==> src/sv/gle_pkg.sv <==
package gle_pkg;

    localparam int MAX_CODES    = 4096;
    localparam int DICT_ENTRIES = 1048576;

    localparam int CODE_W  = 12;
    localparam int NEXT_W  = 13;
    localparam int WIDTH_W = 4;
    localparam int SIZE_W  = 4;
    localparam int PIX_W   = 8;
    localparam int DICT_AW = $clog2(DICT_ENTRIES);
    localparam int SLOT_AW = $clog2(MAX_CODES);

    localparam logic [WIDTH_W-1:0] WIDTH_CAP  = 4'd12;
    localparam logic [SIZE_W-1:0]  SIZE_LO    = 4'd2;
    localparam logic [SIZE_W-1:0]  SIZE_HI    = 4'd8;
    localparam logic [SIZE_W-1:0]  SIZE_RESET = 4'd8;

    // packer holds up to 7 leftover bits plus one full-width code
    localparam int ACC_W = 19;
    localparam int CNT_W = 5;

    localparam int TOK_DEPTH = 4;
    localparam int TOK_AW    = $clog2(TOK_DEPTH);

    typedef enum logic {
        TOK_CODE,
        TOK_FLUSH
    } tok_kind_t;

    typedef struct packed {
        tok_kind_t            kind;
        logic [CODE_W-1:0]    code;
        logic [WIDTH_W-1:0]   width;
    } token_t;

    typedef enum logic [2:0] {
        ST_RUN,
        ST_READ,
        ST_CHECK,
        ST_FULL_PX,
        ST_FULL_CLR,
        ST_END_PFX,
        ST_END_CODE,
        ST_FLUSH
    } core_state_t;

    function automatic logic [CODE_W-1:0] mask_code(input logic [CODE_W-1:0] code,
                                                    input logic [WIDTH_W-1:0] width);
        logic [CODE_W:0] m;
        m = ({{CODE_W{1'b0}}, 1'b1} << width) - {{CODE_W{1'b0}}, 1'b1};
        return code & m[CODE_W-1:0];
    endfunction

endpackage

==> src/sv/gle_packer.sv <==
module gle_packer (
    input  logic            clk,
    input  logic            rst_n,
    input  logic            tok_valid,
    input  gle_pkg::token_t tok_data,
    output logic            tok_pop,
    output logic            byte_valid,
    input  logic            byte_stall,
    output logic [7:0]      out_byte,
    output logic            last_byte
);
    import gle_pkg::*;

    logic [ACC_W-1:0]  acc_reg, acc_next;
    logic [CNT_W-1:0]  cnt_reg, cnt_next;
    logic              valid_reg, valid_next;
    logic [7:0]        byte_reg, byte_next;
    logic              last_reg, last_next;
    logic [ACC_W-1:0]  acc_load;
    logic [CNT_W-1:0]  cnt_load;
    logic              slot_free;
    logic              emit;

    assign slot_free = !valid_reg || !byte_stall;
    assign acc_load  = acc_reg | (ACC_W'(tok_data.code) << cnt_reg[2:0]);
    assign cnt_load  = cnt_reg + CNT_W'(tok_data.width);

    always_comb
    begin
        acc_next  = acc_reg;
        cnt_next  = cnt_reg;
        byte_next = byte_reg;
        last_next = last_reg;
        tok_pop   = 1'b0;
        emit      = 1'b0;

        if (cnt_reg >= CNT_W'(8))
        begin
            if (slot_free)
            begin
                emit      = 1'b1;
                byte_next = acc_reg[7:0];
                last_next = 1'b0;
                acc_next  = acc_reg >> 8;
                cnt_next  = cnt_reg - CNT_W'(8);
            end
        end
        else if (tok_valid)
        begin
            if (tok_data.kind == TOK_CODE)
            begin
                tok_pop = 1'b1;
                if (cnt_load >= CNT_W'(8) && slot_free)
                begin
                    emit      = 1'b1;
                    byte_next = acc_load[7:0];
                    last_next = 1'b0;
                    acc_next  = acc_load >> 8;
                    cnt_next  = cnt_load - CNT_W'(8);
                end
                else
                begin
                    acc_next = acc_load;
                    cnt_next = cnt_load;
                end
            end
            else if (slot_free)
            begin
                // end of image: leftover bits go out as the final item, even when none
                tok_pop   = 1'b1;
                emit      = 1'b1;
                byte_next = acc_reg[7:0];
                last_next = 1'b1;
                acc_next  = '0;
                cnt_next  = '0;
            end
        end

        if (emit)
            valid_next = 1'b1;
        else if (!byte_stall)
            valid_next = 1'b0;
        else
            valid_next = valid_reg;
    end

    always_ff @(posedge clk or negedge rst_n)
    begin
        if (!rst_n)
        begin
            acc_reg   <= '0;
            cnt_reg   <= '0;
            valid_reg <= 1'b0;
        end
        else
        begin
            acc_reg   <= acc_next;
            cnt_reg   <= cnt_next;
            valid_reg <= valid_next;
        end
    end

    always_ff @(posedge clk)
    begin
        byte_reg <= byte_next;
        last_reg <= last_next;
    end

    assign byte_valid = valid_reg;
    assign out_byte   = byte_reg;
    assign last_byte  = last_reg;

endmodule

==> config.mk <==
export PLATFORM = sky130hd
export DESIGN_NAME = gle_packer
export DESIGN_NICKNAME = d
export VERILOG_FILES = /design/src/sv/gle_pkg.sv /design/src/sv/gle_packer.sv
export SDC_FILE = /design/constraint.sdc
export NUM_CORES = 1
export LEC_CHECK = 0
export BUFFER_PORTS_ARGS = -buffer_cell sky130_fd_sc_hd__buf_2
export CAP_MARGIN = 15
export CORE_MARGIN = 2
export CORE_UTILIZATION = 53
export DETAILED_ROUTE_END_ITERATION = 7
export PLACE_DENSITY = 0.77
export SYNTH_ARGS = -nofsm -noshare
export SYNTH_HDL_FRONTEND = slang
export SYNTH_SLANG_ARGS = --single-unit
==> constraint.sdc <==
create_clock -name clk -period 3.5 [get_ports clk]
set_input_delay 0 -clock clk [delete_from_list [all_inputs] [get_ports clk]]
set_output_delay 0 -clock clk [all_outputs]
set_load 0.02 [all_outputs]
[Word-level counts from Yosys, hierarchy flattened]
Index checks and enable logic that the tools add are counted.
Word-level totals
  logic and storage cells: 57
  bits in registers: 34
Operators by class
  shifts and indexed selects: 1
  bitwise operators: 1
  magnitude comparators: 2
  add/subtract/negate cells: 3
  multiplexer cells: 33
  equality and inequality tests: 3
  reductions and logical operators: 9
Operators by type and width (count)
  $mux 19: 6
  $mux 8: 5
  $mux 5: 6
  $or 19x19->19: 1
  $shl 12x3->19: 1
  $mux 1: 16
  $ge 5x4->1 const B: 2
  $sub 5x4->5 const B: 2
  $add 5x4->5: 1
  $ne 2x1->1 const B: 2
  $reduce_and 4->1: 1
  $reduce_and 3->1: 1
  $reduce_bool 3->1: 1
  $logic_not 1->1: 2
  $ne 2x2->1 const B: 1
  $reduce_and 2->1: 1
  $reduce_bool 2->1: 1
  $logic_and 1x1->1: 1
  $logic_or 1x1->1: 1

[Logic depth before layout (Yosys ltp)]
  depth after elaboration: 8
  depth in mapped cells: 15
  mapped depth without buffers: 13

[Worst setup path after synthesis]
Ideal clock, no wire load.
  kind: reg-to-reg
  start: register cnt_reg[1]
  end: register byte_reg[0], in the netlist out_byte[0], enable pin
  library setup time: 375 ps
  arrival: 3191 ps
  required time: 3125 ps
  setup slack: -67 ps
  clock period less this slack: 3567 ps
  stages on the path, launching flop included: 15
  cell sequence: dfrtp_1 > buf_6 > inv_1 > clkbuf_1 > fa_1 > nand2b_1 > o2bb2ai_1 > xnor2_1 > inv_1 > ha_1 > nand2b_1 > mux2i_1 > a211o_4 > buf_2 > a21oi_1
On the way
  word-level cells in the longest chain between the ends: 5
  elaborated cells between the ends (all ways): 7
  classes of those cells: add/sub (1); order compare (2); reduce/logical (4)
Ends and longest elaborated chain
  start, declared: line gle_packer.sv:15  | logic [CNT_W-1:0] cnt_reg, cnt_next;
  start signal, assigned: line gle_packer.sv:98  | cnt_reg <= cnt_next;
  $add 5x4->5: line gle_packer.sv:26  | assign cnt_load = cnt_reg + CNT_W'(tok_data.width);
  $ge 5x4->1: line gle_packer.sv:53  | if (cnt_load >= CNT_W'(8) && slot_free)
  $logic_and 1x1->1: line gle_packer.sv:53
  $reduce_bool 3->1 (no line)
  $reduce_and 2->1 (no line) (*)
  end signal, assigned: line gle_packer.sv:105  | byte_reg <= byte_next;
  end, declared: line gle_packer.sv:17  | logic [7:0] byte_reg, byte_next;
Every way passes the cells marked *; elsewhere a longest branch is shown, timed or not.
A chain may end at the register's enable or synchronous reset.

[Worst setup path in the final report]
  start: register cnt_reg[0]
  end: register last_reg, in the netlist last_byte, enable pin
On the way
  word-level cells in the longest chain between the ends: 5
  elaborated cells between the ends (all ways): 8
  classes of those cells: add/sub (1); order compare (2); eq/ne (1); reduce/logical (4)
Ends and longest elaborated chain
  $add 5x4->5: line gle_packer.sv:26
  $ge 5x4->1: line gle_packer.sv:53
  $logic_and 1x1->1: line gle_packer.sv:53
  $reduce_bool 3->1 (no line)
  $reduce_and 4->1 (no line) (*)
  end signal, assigned: line gle_packer.sv:106  | last_reg <= last_next;
  end, declared: line gle_packer.sv:18  | logic last_reg, last_next;
Marked as above.

==> results by stage <==
Timing:
- The worst setup slack after layout is 0.340 ns.
- In the final timing run, aggregate negative setup slack is 0 ns.
- Headroom to the max-slew limit came out at 54.7%.
- The number of max-slew violations in the final report is 0.
- Hold timing on the final database bottoms out at a slack of 0.00286 ns.
- Setup violations remaining at the end of the flow were counted as 0.
- The achievable clock frequency is 317 MHz.
- The clock period could shrink to 3.16 ns.
- Setup repair after global routing left no endpoint under its margin.
- After layout, the worst path uses 90.3% of the clock period.
- The hold violation total from the final report is 0.
- Clock skew on the completed layout was measured at 0.00697 ns.
- The transition time of the tightest slew-check pin is between 0.6 and 0.7 ns.

Die:
- The core region is 4690 µm².
- The number of placed I/O pins is 32.
- Measured along the x axis, the die boundary spans approximately 73 µm.
- The die covers about 5400 µm².
- Once the floorplan was initialized, standard cells occupied 54.5% of the core.
- The number of placement rows is 25.
- In this run the vertical extent of the chip is around 73 µm.

Final layout:
- In the final layout, the share of cells above drive strength 1 is 22.5%.
- The number of antenna diodes is 0.
- Cells fill 61.7% of the core in the end.
- The area growth from synthesis to final layout is 13.2%.
- The register with the most flip-flops in the layout has 19 of them.
- The layout filler cell count is between 400 and 500.
- The number of nets in the final layout is between 300 and 400.

Critical path:
- The required time of the worst setup path is around 3.5 ns.
- The highest cell delay on the worst timing path is 0.44 ns.
- The setup path with the least slack is of type reg2reg.
- The critical path starts at cnt_reg[0]$_DFFE_PN0P_.
- The critical register-to-register path startpoint is cnt_reg[0]$_DFFE_PN0P_.
- The kind of start point of the critical path is a flip-flop.
- In this run the worst path has a maximum fanout of 16.
- The worst setup path is captured at a flip-flop.
- On the critical path, the stage with the largest delay is an instance of a211o_4.
- The critical path data arrival time is 3.13 ns.
- Traced cell by cell, the critical path runs through ha_1 -> inv_1 -> fa_1 -> nand2b_1 -> o2bb2ai_1 -> xnor2_1 -> inv_1 -> ha_1 -> nand2b_1 -> mux2i_1 -> a211o_4 -> a21oi_4.

Clock tree:
- TritonCTS built the clock tree.
- The number of setup buffers added after CTS is 0.
- Clock-pin slew was measured on the worst setup and hold paths at 0.08 ns.
- The clock tree buffer depth is 2.
- Clock tree synthesis inserted a total of 5 buffers.
- The H-tree generated during clock tree synthesis spans 2 levels.
- The cell chosen for the clock root is clkbuf_8.
- For this design, the sink count on the clock tree is 34.
- The clock reaches the later pin of the worst-skew pair after 0.29 ns.

Place:
- The final weighted congestion in routability-driven placement is ~0.9.
- The count of input and output buffers is 31.
- Before CTS, the worst setup slack after placement is about 0.22 ns.
- Once detailed placement completed, the half-perimeter wirelength came to 4790 µm.

Yosys:
- The number of storage elements in the synthesis netlist is 34.
- Among all flip-flop cells after synthesis, the most frequent one is dfrtp_1.
- The mean instance size in the synthesized netlist is 9.10 µm².
- The count of different cell masters after synthesis is 58.
- After technology mapping, the gate count stands at 281.
- The most used standard cell by instance count after synthesis is nor2_1.
- The commonest cells after synthesis are 31 x nor2_1, 25 x dfrtp_1, 20 x nand2_1.
- The number of synthesized flops with an enable pin is 9.
- The leading area contributor after synthesis is dfrtp_1.
- The total standard cell area after synthesis is 2560 µm².
- The net count after synthesis is 309.
- During synthesis, Yosys emitted a total of 0 warnings.
- Of the synthesized area, sequential elements account for 35.0%.
- In this run the biggest area consumer among cell types represents 24.5% of the synthesized area.
- By area the synthesized netlist is led by dfrtp_1 24%, edfxtp_1 11%, mux2i_1 6.3%.
- For this run, asynchronously set or reset flops after synthesis account for 73.5%.

Routing:
- The number of DRC markers after the initial detailed-route iteration is 165.
- The first TritonRoute pass finished after 4 iterations.
- After detailed routing, the number of remaining DRC violations is 0.
- Detailed routing inserted a total of 2,325 vias.
- The post-detailed-route wirelength per cell is 18.2 µm.
- The final layout contains routed wiring with a total length of 6630 µm.
- In the routed layout, each cell is associated on average with a via count of 6.37.
- In this run the remaining antenna-violating nets after routing total 0.

Worst hold path:
- The hold path startpoint is byte_stall.
- The type of the most critical hold path is in2reg.

Global route:
- For met1 alone, demand over resource in global routing was 32.9%.
- The number of antenna violations at the first check in global routing is 0.
- For this run, global-route usage on met2 was measured as 44.1%.
- The aggregate global-route resource usage is 26.6%.
- The number of global-route vias before repair was 2,343.
- Entering global routing, the biggest net connects 35 pins.
- The first global-routing pass estimated 10,900 µm of wire.
- The leftover overflow at the end of global routing is 0.
- The met3 track demand over resource is between 4 and 5%.
- The global routing stage identified its most utilized layer as met2.

Pwr:
- The part of the power in registers is 25.6%.
- Per report_power, the clock group accounts for roughly 16% of the total.
- Net switching is 46.0% of the power.
- The internal portion of the total power is between 1.5 and 2 mW.
- Combinational cells account for 58.6% of the total power.
- The analysis attributes to cell leakage a power of approximately 1.2 nW.
- The analysis attributes to net switching a power of 1.29 mW.
- For this design the ratio of total power to cell area is 967 nW/µm².
- IR analysis of the VDD net gives a maximum drop of around 0.44 mV.

Run status:
- The run finished with clean final reports.

Run:
- The reported max-cap violation count is 0.
## power by group through the flow
stage / logic (mW) / registers (mW) / clock network, mW
final: 1.64 / 0.716 / 0.441
after global routing: 1.80 / 0.737 / 0.461
after CTS: 1.62 / 0.715 / 0.443
after detailed placement: 1.61 / 0.719 / 0
after global placement: 1.57 / 0.715 / 0
after floorplan: 1.19 / 0.757 / 0
## worst max-delay path, delay by kind of cell, from the launching register on
kind	cells	cell delay [ns]
buffers and inverters	2	0.12
DFF	1	0.36
muxes	1	0.11
AOI/OAI and AO/OA	3	0.95
adders and majority gates	3	0.84
and+or+nand+nor	2	0.25
xor gates and xnor gates	1	0.20
## cells in the final DEF (no fill, tap or decap), types with 2 or more instances in the layout
cell,instances
mux2i_1,16
nor2_1,31
nand2b_1,6
o21ai_0,18
and2_1,4
nand4_1,2
a22oi_1,9
ha_1,6
a21oi_4,2
nand3b_1,2
nand3_1,6
a22oi_2,2
nor3_1,10
mux2_2,9
o221ai_1,2
bufinv_16,2
o21ai_1,2
mux2_4,2
nor2b_1,2
buf_4,7
a21oi_1,16
clkbuf_8,5
o31ai_1,7
edfxtp_1,9
nand2_1,20
buf_2,31
inv_1,11
dfrtp_1,25
or3_1,2
a31oi_1,2
o211ai_1,6
o22ai_1,2
xnor2_1,2
a211oi_1,6
o22a_1,3
## cell type report
cell class / instances / area, µm² / area share, %
Clock buffer: 5 / 68.8 / 2.38
Clock inverter: 3 / 68.8 / 2.38
Inverter: 12 / 45.0 / 1.56
Multi-Input combinational cell: 218 / 1530 / 52.9
Sequential cell: 34 / 896 / 31.0
Tap cell: 54 / 67.6 / 2.33
Timing Repair Buffer: 39 / 218 / 7.52
## timing repair
action | 4_1_cts | 5_1_grt
gates resized for setup | 0 | 1
endpoints found under the setup margin | 0 | 2
endpoints found under the hold margin | 25 | 0
hold buffers | 1 | 0
## routing by layer
layer,part of all wire [%],up-vias
li1,-,1099
met1,41,1130
met2,50,77
met3,5.1,19
met4,3.5,0
met5,0,-
## kinds of logic after synthesis
group | after synthesis | synth area share, %
and+or+nand+nor | 90 | 17.3
AOI/OAI and AO/OA | 89 | 24.7
DFF | 34 | 35.0
buffers and inverters | 29 | 5.58
muxes | 29 | 12.7
adders and majority gates | 7 | 3.72
xor gates and xnor gates | 3 | 1.03
## worst paths after layout
check | slack [ns] | endpoint | depth (start not counted)
setup reg to reg | 0.34 | last_byte$_SDFFCE_PN0P_ | 12
hold / removal | 0.003 | byte_valid$_DFFE_PN0P_ | 3
setup / recovery | 0.34 | last_byte$_SDFFCE_PN0P_ | 12
max in group asynchronous | 2.86 | acc_reg[7]$_DFFE_PN0P_ | 2
min in group asynchronous | 0.25 | byte_valid$_DFFE_PN0P_ | 2
hold reg to reg | 0.53 | acc_reg[13]$_DFFE_PN0P_ | 2
## through the flow
step / power [mW] / area (µm²) / instances
finish: 2.80 / 2890 / 365
global route: 3.00 / 2890 / 365
CTS: 2.78 / 2890 / 365
detailed placement: 2.33 / 2740 / 356
global placement: 2.29 / 2740 / 356
floorplan: 1.95 / 2560 / 281
(Power assumes the default switching activity.)
