File: config.mk
export PLATFORM = sky130hd
export DESIGN_NAME = gle_tok_fifo
export DESIGN_NICKNAME = d
export VERILOG_FILES = /design/src/sv/gle_pkg.sv /design/src/sv/gle_tok_fifo.sv
export SDC_FILE = /design/constraint.sdc
export NUM_CORES = 1
export LEC_CHECK = 0
export BUFFER_PORTS_ARGS = -buffer_cell sky130_fd_sc_hd__clkbuf_2
export CORE_UTILIZATION = 35
export CTS_CLUSTER_DIAMETER = 60
export DETAILED_ROUTE_END_ITERATION = 10
export SLEW_MARGIN = 40
export SYNTH_ARGS = -nofsm -noshare
export SYNTH_HDL_FRONTEND = slang
export SYNTH_SLANG_ARGS = --single-unit
File: constraint.sdc
create_clock -name clk -period 2.3 [get_ports clk]
set_input_delay 0.46 -clock clk [delete_from_list [all_inputs] [get_ports clk]]
set_output_delay 0.46 -clock clk [all_outputs]
set_load 0.05 [all_outputs]
File: src/sv/gle_pkg.sv
package gle_pkg;

    localparam int MAX_CODES    = 4096;
    localparam int DICT_ENTRIES = 1048576;

    localparam int CODE_W  = 12;
    localparam int NEXT_W  = 13;
    localparam int WIDTH_W = 4;
    localparam int SIZE_W  = 4;
    localparam int PIX_W   = 8;
    localparam int DICT_AW = $clog2(DICT_ENTRIES);
    localparam int SLOT_AW = $clog2(MAX_CODES);

    localparam logic [WIDTH_W-1:0] WIDTH_CAP  = 4'd12;
    localparam logic [SIZE_W-1:0]  SIZE_LO    = 4'd2;
    localparam logic [SIZE_W-1:0]  SIZE_HI    = 4'd8;
    localparam logic [SIZE_W-1:0]  SIZE_RESET = 4'd8;

    // packer holds up to 7 leftover bits plus one full-width code
    localparam int ACC_W = 19;
    localparam int CNT_W = 5;

    localparam int TOK_DEPTH = 4;
    localparam int TOK_AW    = $clog2(TOK_DEPTH);

    typedef enum logic {
        TOK_CODE,
        TOK_FLUSH
    } tok_kind_t;

    typedef struct packed {
        tok_kind_t            kind;
        logic [CODE_W-1:0]    code;
        logic [WIDTH_W-1:0]   width;
    } token_t;

    typedef enum logic [2:0] {
        ST_RUN,
        ST_READ,
        ST_CHECK,
        ST_FULL_PX,
        ST_FULL_CLR,
        ST_END_PFX,
        ST_END_CODE,
        ST_FLUSH
    } core_state_t;

    function automatic logic [CODE_W-1:0] mask_code(input logic [CODE_W-1:0] code,
                                                    input logic [WIDTH_W-1:0] width);
        logic [CODE_W:0] m;
        m = ({{CODE_W{1'b0}}, 1'b1} << width) - {{CODE_W{1'b0}}, 1'b1};
        return code & m[CODE_W-1:0];
    endfunction

endpackage

File: src/sv/gle_tok_fifo.sv
module gle_tok_fifo (
    input  logic            clk,
    input  logic            rst_n,
    input  logic            push,
    input  gle_pkg::token_t push_data,
    output logic            full,
    input  logic            pop,
    output gle_pkg::token_t pop_data,
    output logic            not_empty
);
    import gle_pkg::*;

    token_t              mem [TOK_DEPTH];
    logic [TOK_AW-1:0]   wr_ptr_reg, wr_ptr_next;
    logic [TOK_AW-1:0]   rd_ptr_reg, rd_ptr_next;
    logic [TOK_AW:0]     count_reg, count_next;
    logic                do_push, do_pop;

    assign full      = count_reg == (TOK_AW+1)'(TOK_DEPTH);
    assign not_empty = count_reg != '0;
    assign do_push   = push && !full;
    assign do_pop    = pop && not_empty;
    assign pop_data  = mem[rd_ptr_reg];

    always_comb
    begin
        wr_ptr_next = wr_ptr_reg;
        rd_ptr_next = rd_ptr_reg;
        count_next  = count_reg;
        if (do_push)
            wr_ptr_next = (wr_ptr_reg == TOK_AW'(TOK_DEPTH - 1)) ? '0 : wr_ptr_reg + TOK_AW'(1);
        if (do_pop)
            rd_ptr_next = (rd_ptr_reg == TOK_AW'(TOK_DEPTH - 1)) ? '0 : rd_ptr_reg + TOK_AW'(1);
        if (do_push && !do_pop)
            count_next = count_reg + (TOK_AW+1)'(1);
        else if (do_pop && !do_push)
            count_next = count_reg - (TOK_AW+1)'(1);
    end

    always_ff @(posedge clk or negedge rst_n)
    begin
        if (!rst_n)
        begin
            wr_ptr_reg <= '0;
            rd_ptr_reg <= '0;
            count_reg  <= '0;
        end
        else
        begin
            wr_ptr_reg <= wr_ptr_next;
            rd_ptr_reg <= rd_ptr_next;
            count_reg  <= count_next;
        end
    end

    always_ff @(posedge clk)
    begin
        if (do_push)
            mem[wr_ptr_reg] <= push_data;
    end

endmodule

== Word level (Yosys, flattened, before mapping) ==
Memories as Yosys holds them, arrays and structs flattened.
Cells that the tools add are included.

* Add/subtract/negate cells: 4
* Eq/ne operators: 3
* Multiplexer cells: 6
* Reductions and logical operators: 9

{| class="wikitable"
|+ Operator list
! cell !! count
|-
| $mux W3 || 2
|-
| $add A2 B1 Y2 const B || 2
|-
| $eq A2 B2 Y1 const B || 2
|-
| $logic_and A1 B1 Y1 || 4
|-
| $mux W2 || 2
|-
| $add A3 B1 Y3 const B || 1
|-
| $eq A3 B3 Y1 const B || 1
|-
| $logic_not A1 Y1 || 3
|-
| $reduce_bool A3 Y1 || 1
|-
| $sub A3 B1 Y3 const B || 1
|-
| $mux W1 || 2
|-
| $reduce_bool A2 Y1 || 1
|}

* Flip-flop bits (word level): 7
* Bits in writable memories: 68
* Input bits: 21
* Output and inout port bits: 19
* Logic and storage cells: 26
* Memories: 1

{| class="wikitable"
|+ Memories
! name !! depth !! bits a word !! rd ports !! clocked after Yosys merged registers in !! wr ports !! RTL line !! RTL
|-
| mem || 4 || 17 || 1 || 0 || 1 || gle_tok_fifo.sv:13 || <nowiki>token_t mem [TOK_DEPTH];</nowiki>
|}

== Depth between registers and ports, before layout ==
Gate-level depths: netlist of the first run.

* Depth after elaboration: 7
* Depth in mapped cells: 9
* Depth with buffers taken out: 8

== Least setup slack after synthesis of the first run ==
OpenSTA, ideal clock, no wires.

* Kind: register -> register
* Start: register count_reg[0]
* End: register count_reg[1]
* Library setup time: 0.125 ns
* Data arrival time: 2.137 ns
* Required time: 2.175 ns
* Setup slack: 0.038 ns
* Cell stages (with the launch flop): 8
* Buffers on the path: 1
* Clock period less this slack: 2.262 ns
* Cell sequence: dfrtp_1 -> nor3b_4 -> nor2b_2 -> buf_6 -> ha_1 -> inv_1 -> fa_1 -> mux2_2

* Elaborated cells between the ends (all ways): 14
* Those cells by class: add/sub: 2; eq/ne: 1; mux: 2; reduce/logical: 9

{| class="wikitable"
|+ RTL lines
! item !! RTL line !! RTL
|-
| start, declared || gle_tok_fifo.sv:16 || <nowiki>logic [TOK_AW:0] count_reg, count_next;</nowiki>
|-
| start signal, assigned || gle_tok_fifo.sv:52 || <nowiki>count_reg <= count_next;</nowiki>
|-
| $eq A3 B3 Y1 || gle_tok_fifo.sv:19 || <nowiki>assign full = count_reg == (TOK_AW+1)'(TOK_DEPTH);</nowiki>
|-
| named net full || gle_tok_fifo.sv:6 || <nowiki>output logic full,</nowiki>
|-
| $logic_not A1 Y1 || gle_tok_fifo.sv:21 || <nowiki>assign do_push = push && !full;</nowiki>
|-
| $logic_and A1 B1 Y1 || gle_tok_fifo.sv:21 ||
|-
| named net do_push || gle_tok_fifo.sv:17 || <nowiki>logic do_push, do_pop;</nowiki>
|-
| $logic_and A1 B1 Y1 || gle_tok_fifo.sv:34 || <nowiki>if (do_push && !do_pop)</nowiki>
|-
| $mux W3 || gle_tok_fifo.sv:34 ||
|-
| named net count_next[1] || gle_tok_fifo.sv:16 ||
|}

The timed path passes the listed nets, and every way through them passes these cells. The select of a mux whose other input is x is not followed.
A chain may end at the register's enable or synchronous reset.

==> summary.md, run 1 <==
| Metric | Value |
|---|---|
| Max VDD drop | `about 610 uV` |
| Final instance area | `3470 sq um` |
| Root buffer cell | `clkbuf_8` |
| Flops & latches, synth | `75` |
| Overall Global Routing Usage | `12.2%` |
| Die width | `94.2 microns` |
| CP required | `roughly 1.8 ns` |
| Setup TNS Final | `0 ns` |
| Fin. max-slew vios | `0` |
| Initial antenna violation count | `0` |
| Synth top area cells | `edfxtp_1, mux4_1, mux4_2, dfrtp_1, ha_1` |
| Final period utilization | `95.5%` |
| Crit path time final | `approximately 2.2 ns` |
| Min-delay src | `push_data[11]` |
| Final setup viols | `0` |
| Via count | `between 1,000 and 1,500` |
| Top-count cell post-synth | `edfxtp_1` |
| Worst reg2reg setup slack | `between 0.15 and 0.2 ns` |
| First drt pass iteration count | `4` |
| Floorplan row count | `33` |
| H-Tree Depth | `3` |
| First-pass GRT wire length | `~7600 microns` |
| Crit end category | `primary output` |
| Cell chain of the critical path | `buf_4 -> mux4_1 -> clkbuf_2` |
| Number of global-route vias before repair | `1,461` |
| First DRT Iteration DRCs | `between 80 and 90` |
| Share of cells above drive strength 1 | `around 42%` |
| Worst r2r path cells | `8` |
| Max FFs per register | `68` |
| Io pins | `40` |
| Post-detail-place hpwl | `between 3000 and 4000 microns` |
| Critical Path Max Stage Delay | `approximately 0.58 ns` |
| Synth-to-Final Area Change | `16.4%` |
| Nets | `203` |
| Num CTS Buffers | `9` |
| Slew headroom | `between 60 and 70%` |
| Register area share after synthesis | `74.5%` |
| Reg-to-Reg End | `count_reg[2]$_DFFE_PN0P_` |
| Clk buf depth | `2` |
| Synth area leader | `edfxtp_1` |
| Largest net degree at the start of global routing | `18` |
| TritonCTS clock tree | `built` |
| Die area | `a little under 9000 sq um` |
| Most used DFF post-synth | `edfxtp_1` |
| Die Height | `approximately 94 microns` |
| Total congestion overflow | `0` |
| Final hold vios | `0` |
| Area after DPL | `between 3000 and 4000 sq um` |
| DRC violations left | `0` |
| Worst Max-Slew Pin Slew | `~0.50 ns` |
| Fmax | `roughly 0.46 GHz` |
| # clock sinks | `75` |
| Ys Warns | `0` |
| Worst Path Arrival | `1.74 ns` |
| WS Path Type | `reg2out` |
| Initial core utilization | `36.2%` |
| Pwr dens | `1400 nW/um^2` |
| Post-Syn Area | `2980 sq um` |
| Routed WL | `4930 microns` |
| Reg clk slew, reported paths | `0.08 ns` |
| WL per Instance | `between 15 and 20 microns` |
| Min-Delay Path Class | `in2reg` |
| Non-Filler Instances | `~290` |
| Max-cap violations | `0` |
| Clk_lat worst skew | `between 0.3 and 0.4 ns` |
| Setup repair after global routing missed its margin | `false` |
| Routability cong. | `approximately 0.63` |
| Mean Syn Cell Area | `23.6 sq um` |
| Cell count after synthesis | `between 100 and 150` |
| Clk_skew | `about 0.012 ns` |
| Crit path launch | `rd_ptr_reg[0]$_DFFE_PN0P_` |
| Yosys top cell area share | `about two thirds` |
| Status | `completed` |
| Post-synth EDFFs | `68` |
| Total core area | `slightly above 8000 sq um` |
| Synth cell count leaders | `edfxtp_1, mux4_1, mux4_2` |
| Via-to-Cell Ratio | `approximately 4.8` |
| Post-Syn Nets | `154` |
| Critical Path Fanout Max | `8` |
| Routed Antenna Nets | `0` |
| Async set or reset register ratio after synthesis | `under 10%` |
| Crit-path slowest cell | `mux4_1` |
| CP endpoint | `pop_data[9]` |
| N_diodes | `0` |
| Leak | `between 1 and 1.5 nW` |
| CP startpoint kind | `flop` |
| Inst Count DP | `268` |
| Port Buffer Count | `39` |
| R2R Path Start | `count_reg[0]$_DFFE_PN0P_` |
| Post-synth cell types | `20` |
metrics by stage:
| step | power (mW) | util (%) | hold slack [ns] | setup WS, ns |
|---|---|---|---|---|
| 2_1_floorplan | 3.62 | - | 0.164 | 0.0382 |
| 3_3_place_gp | 4.01 | 40.0 | 0.304 | 0.248 |
| 3_5_place_dp | 4.08 | 40.0 | 0.313 | 0.162 |
| 4_1_cts | 4.92 | 42.1 | 0.319 | 0.0382 |
| 5_1_grt | 5.09 | 42.2 | 0.325 | 0.00253 |
| 6_report | 4.85 | 42.2 | 0.343 | 0.104 |
final cells by class:
type                       instances  area [sq um]
tap                              105           131
clock inverter                     5          30.0
multi-input combinational         43           701
fill                             727          4750
timing repair buffer              43           244
sequential                        75          2220
inverter                           3          11.3
clock buffer                      11           131
critical path: cells and delay by family, from the launching register on:
| family | cells | cell delay (ns) |
|---|---|---|
| buffers and inverters | 2 | 0.47 |
| flip-flops | 1 | 0.36 |
| multiplexers | 1 | 0.58 |
per-layer routing:
layer	part of all wire [%]	vias to the layer above	track usage [%]
met5	0	-	0
met4	1.2	0	5.77
met3	4.9	7	3.88
met2	51	39	19.8
met1	43	705	14.8
li1	-	618	-
where the power goes:
group | internal (mW) | leakage (nW) | switching, mW
logic | 0.710 | 0.483 | 1.35
registers | 1.82 | 0.705 | 0.127
clock network | 0.387 | 0.0807 | 0.455
how the worst min path moves through the flow:
stage / end / depth (start not counted)
floorplan: count_reg[0]$_DFFE_PN0P_ / 0
CTS: mem[2][3]$_DFFE_PP_ / 1
finish: mem[3][11]$_DFFE_PP_ / 1
global route: mem[0][5]$_DFFE_PP_ / 1
global placement: count_reg[0]$_DFFE_PN0P_ / 1
detailed placement: count_reg[0]$_DFFE_PN0P_ / 1
kinds of logic after synthesis:
kind of cell,synth area share (%)
adder cells (fa/ha/maj),3.19
AND/OR/NAND/NOR,2.90
XOR/XNOR,0.883
buffers and inverters,2.14
multiplexers,16.4
flip-flops,74.5
timing repair:
item,4_1_cts,5_1_grt
endpoints found under the hold margin,7,0
buffers inserted,0,0
gates resized for setup,0,1
hold buffers,1,0
endpoints found under the setup margin,0,1
layout by cell type (no fill, tap or decap), drive strengths merged, types with 2 or more instances in the layout:
master and count:
mux2 5, and2 4, nor2 3, mux4 17, buf 3, inv 3
xor2 2, clkbuf 50, dfrtp 7, edfxtp 68, clkinv 4, ha 6
Power figures use the tool's default switching activity.
==> run 2: changes to the inputs <==
--- a/config.mk
+++ b/config.mk
@@ -6,9 +6,12 @@
 export NUM_CORES = 1
 export LEC_CHECK = 0
 export BUFFER_PORTS_ARGS = -buffer_cell sky130_fd_sc_hd__clkbuf_2
+export CELL_PAD_IN_SITES_DETAIL_PLACEMENT = 1
+export CELL_PAD_IN_SITES_GLOBAL_PLACEMENT = 1
 export CORE_UTILIZATION = 35
 export CTS_CLUSTER_DIAMETER = 60
 export DETAILED_ROUTE_END_ITERATION = 10
+export PLACE_DENSITY_LB_ADDON = 0.1
 export SLEW_MARGIN = 40
 export SYNTH_ARGS = -nofsm -noshare
 export SYNTH_HDL_FRONTEND = slang
==> run 2 against run 1 <==
Final area rose by 2.6%; utilization is 1.1 points higher; sequential share of layout area is 1.6 points lower; clock skew shrank 0.0056 ns; cell count increased by 3.2%; sequential power barely moved; fmax fell by 0.88%.
==> summary.md, run 2 (synthesis gave the netlist of run 1 again) <==
| Metric | Value |
|---|---|
| # clock sinks | `75` |
| R2R Path Start | `count_reg[0]$_DFFE_PN0P_` |
| TritonCTS clock tree | `built` |
| Worst r2r path cells | `8` |
| Max-cap violations | `0` |
| First drt pass iteration count | `4` |
| Final Util | `between 40 and 50%` |
| Min-Delay Path Class | `in2reg` |
| Overall Global Routing Usage | `roughly an eighth` |
| Total congestion overflow | `0` |
| DR WL met3 | `around 170 microns` |
| Floorplan row count | `33` |
| Cell chain of the critical path | `buf_4 -> mux4_1 -> clkbuf_2` |
| Hold path depth | `1` |
| Pwr dens | `1420 nW/um^2` |
| Largest net degree at the start of global routing | `14` |
| Pwr Total | `5.04 mW` |
| Area after DPL | `roughly 3400 sq um` |
| Final period utilization | `between 90 and 100%` |
| Post-CTS setup buffers | `0` |
| Initial core utilization | `a little over a third` |
| Share of cells above drive strength 1 | `approximately 43%` |
| Final hold vios | `0` |
| Commonest non-fill, non-tap cell in the layout | `edfxtp_1` |
| Routed WL | `5240 microns` |
| WHS | `around 0.34 ns` |
| Via-to-Cell Ratio | `around 4.7` |
| CP startpoint kind | `flop` |
| Fin. max-slew vios | `0` |
| Routed length on met1 | `2170 microns` |
| Crit-path slowest cell | `mux4_1` |
| Worst Path Arrival | `roughly 1.8 ns` |
| Crit path launch | `rd_ptr_reg[0]$_DFFE_PN0P_` |
| Synth-to-Final Area Change | `19.4%` |
| Crit path time final | `approximately 2.2 ns` |
| Die width | `approximately 94 microns` |
| Critical Path Max Stage Delay | `a little under 0.6 ns` |
| Critical Path Fanout Max | `11` |
| Clk buf depth | `2` |
| N_diodes | `0` |
| DR WL met2 | `around 2800 microns` |
| Post-detail-place hpwl | `roughly 3700 microns` |
| Die Height | `about 94 microns` |
| Io pins | `40` |
| Max FFs per register | `just under 70` |
| DRC violations left | `0` |
| Min-delay src | `push_data[11]` |
| Nets | `about 210` |
| Status | `completed` |
| Highest metal used | `met4` |
| Num CTS Buffers | `9` |
| Via count | `approximately 1,400` |
| Routability cong. | `about 0.63` |
| Root buffer cell | `clkbuf_8` |
| WS Path Type | `reg2out` |
| Setup TNS Final | `0 ns` |
| Clk_lat worst skew | `about 0.33 ns` |
| Port Buffer Count | `39` |
| Die area | `a little under 9000 sq um` |
| Slew headroom | `between 60 and 70%` |
| # fillers | `between 700 and 800` |
| Initial antenna violation count | `0` |
| Setup repair after global routing missed its margin | `false` |
| Max VDD drop | `544 uV` |
| Final instance area | `roughly 3600 sq um` |
| First DRT Iteration DRCs | `16` |
| Final setup viols | `0` |
| Fmax | `0.451 GHz` |
| Reg clk slew, reported paths | `0.08 ns` |
| Number of global-route vias before repair | `around 1,500` |
| Total core area | `8220 sq um` |
| Leak | `approximately 1.3 nW` |
| Worst Max-Slew Pin Slew | `0.463 ns` |
| WL per Instance | `17.8 microns` |
| Clk_skew | `approximately 0.0064 ns` |
| Commonest non-fill, non-tap cells in the layout | `edfxtp_1, clkbuf_2, buf_4` |
| CP required | `roughly 1.8 ns` |
| Routed Antenna Nets | `0` |
| H-Tree Depth | `3` |
| Crit end category | `primary output` |
| First-pass GRT wire length | `just over 8000 microns` |
[run 2: worst paths after layout]
path                                             endpoint  slack [ns]
worst max-delay path                         pop_data[13]        0.08
worst min-delay path                 mem[2][11]$_DFFE_PP_        0.34
worst max register to register   count_reg[2]$_DFFE_PN0P_        0.14
worst min register to register   count_reg[2]$_DFFE_PN0P_        0.52
max in group asynchronous       rd_ptr_reg[1]$_DFFE_PN0P_        1.63
min in group asynchronous        count_reg[0]$_DFFE_PN0P_        0.50
[run 2: layout make-up]
| class | count | area (sq um) | area share, % |
|---|---|---|---|
| Timing Repair Buffer | 52 | 308 | 8.66 |
| Multi-Input combinational cell | 43 | 696 | 19.6 |
| Sequential cell | 75 | 2220 | 62.4 |
| Clock inverter | 7 | 67.6 | 1.90 |
| Clock buffer | 9 | 124 | 3.48 |
| Tap cell | 105 | 131 | 3.70 |
| Inverter | 3 | 11.3 | 0.317 |
[run 2: metal layers]
metal  global-route usage [%]  vias up
met5                        0        -
met4                     5.77        0
met3                     2.99        8
met2                     22.8       28
met1                     15.9      712
li1                         -      630
[run 2: what timing repair did]
action,in CTS,in global routing
endpoints found under the hold margin,7,0
hold buffers,1,0
endpoints found under the setup margin,0,4
resized for setup,0,4
[run 2: critical path: cells and delay by family (launching register included)]
kind | cells | cell delay (ns)
multiplexers | 1 | 0.58
buffers and inverters | 2 | 0.48
flip-flops | 1 | 0.36
[run 2: where the power goes]
| part | switching (mW) | internal (mW) |
|---|---|---|
| Sequential | 0.125 | 1.82 |
| Combinational | 1.38 | 0.753 |
| Clock | 0.464 | 0.497 |
[run 2: metrics by stage]
stage / std cells / setup WS (ns)
6_report: 294 / 0.0843
3_5_place_dp: 277 / 0.134
3_3_place_gp: 277 / 0.257
4_1_cts: 294 / 0.0140
5_1_grt: 294 / 0.000301
2_1_floorplan: 126 / 0.0382
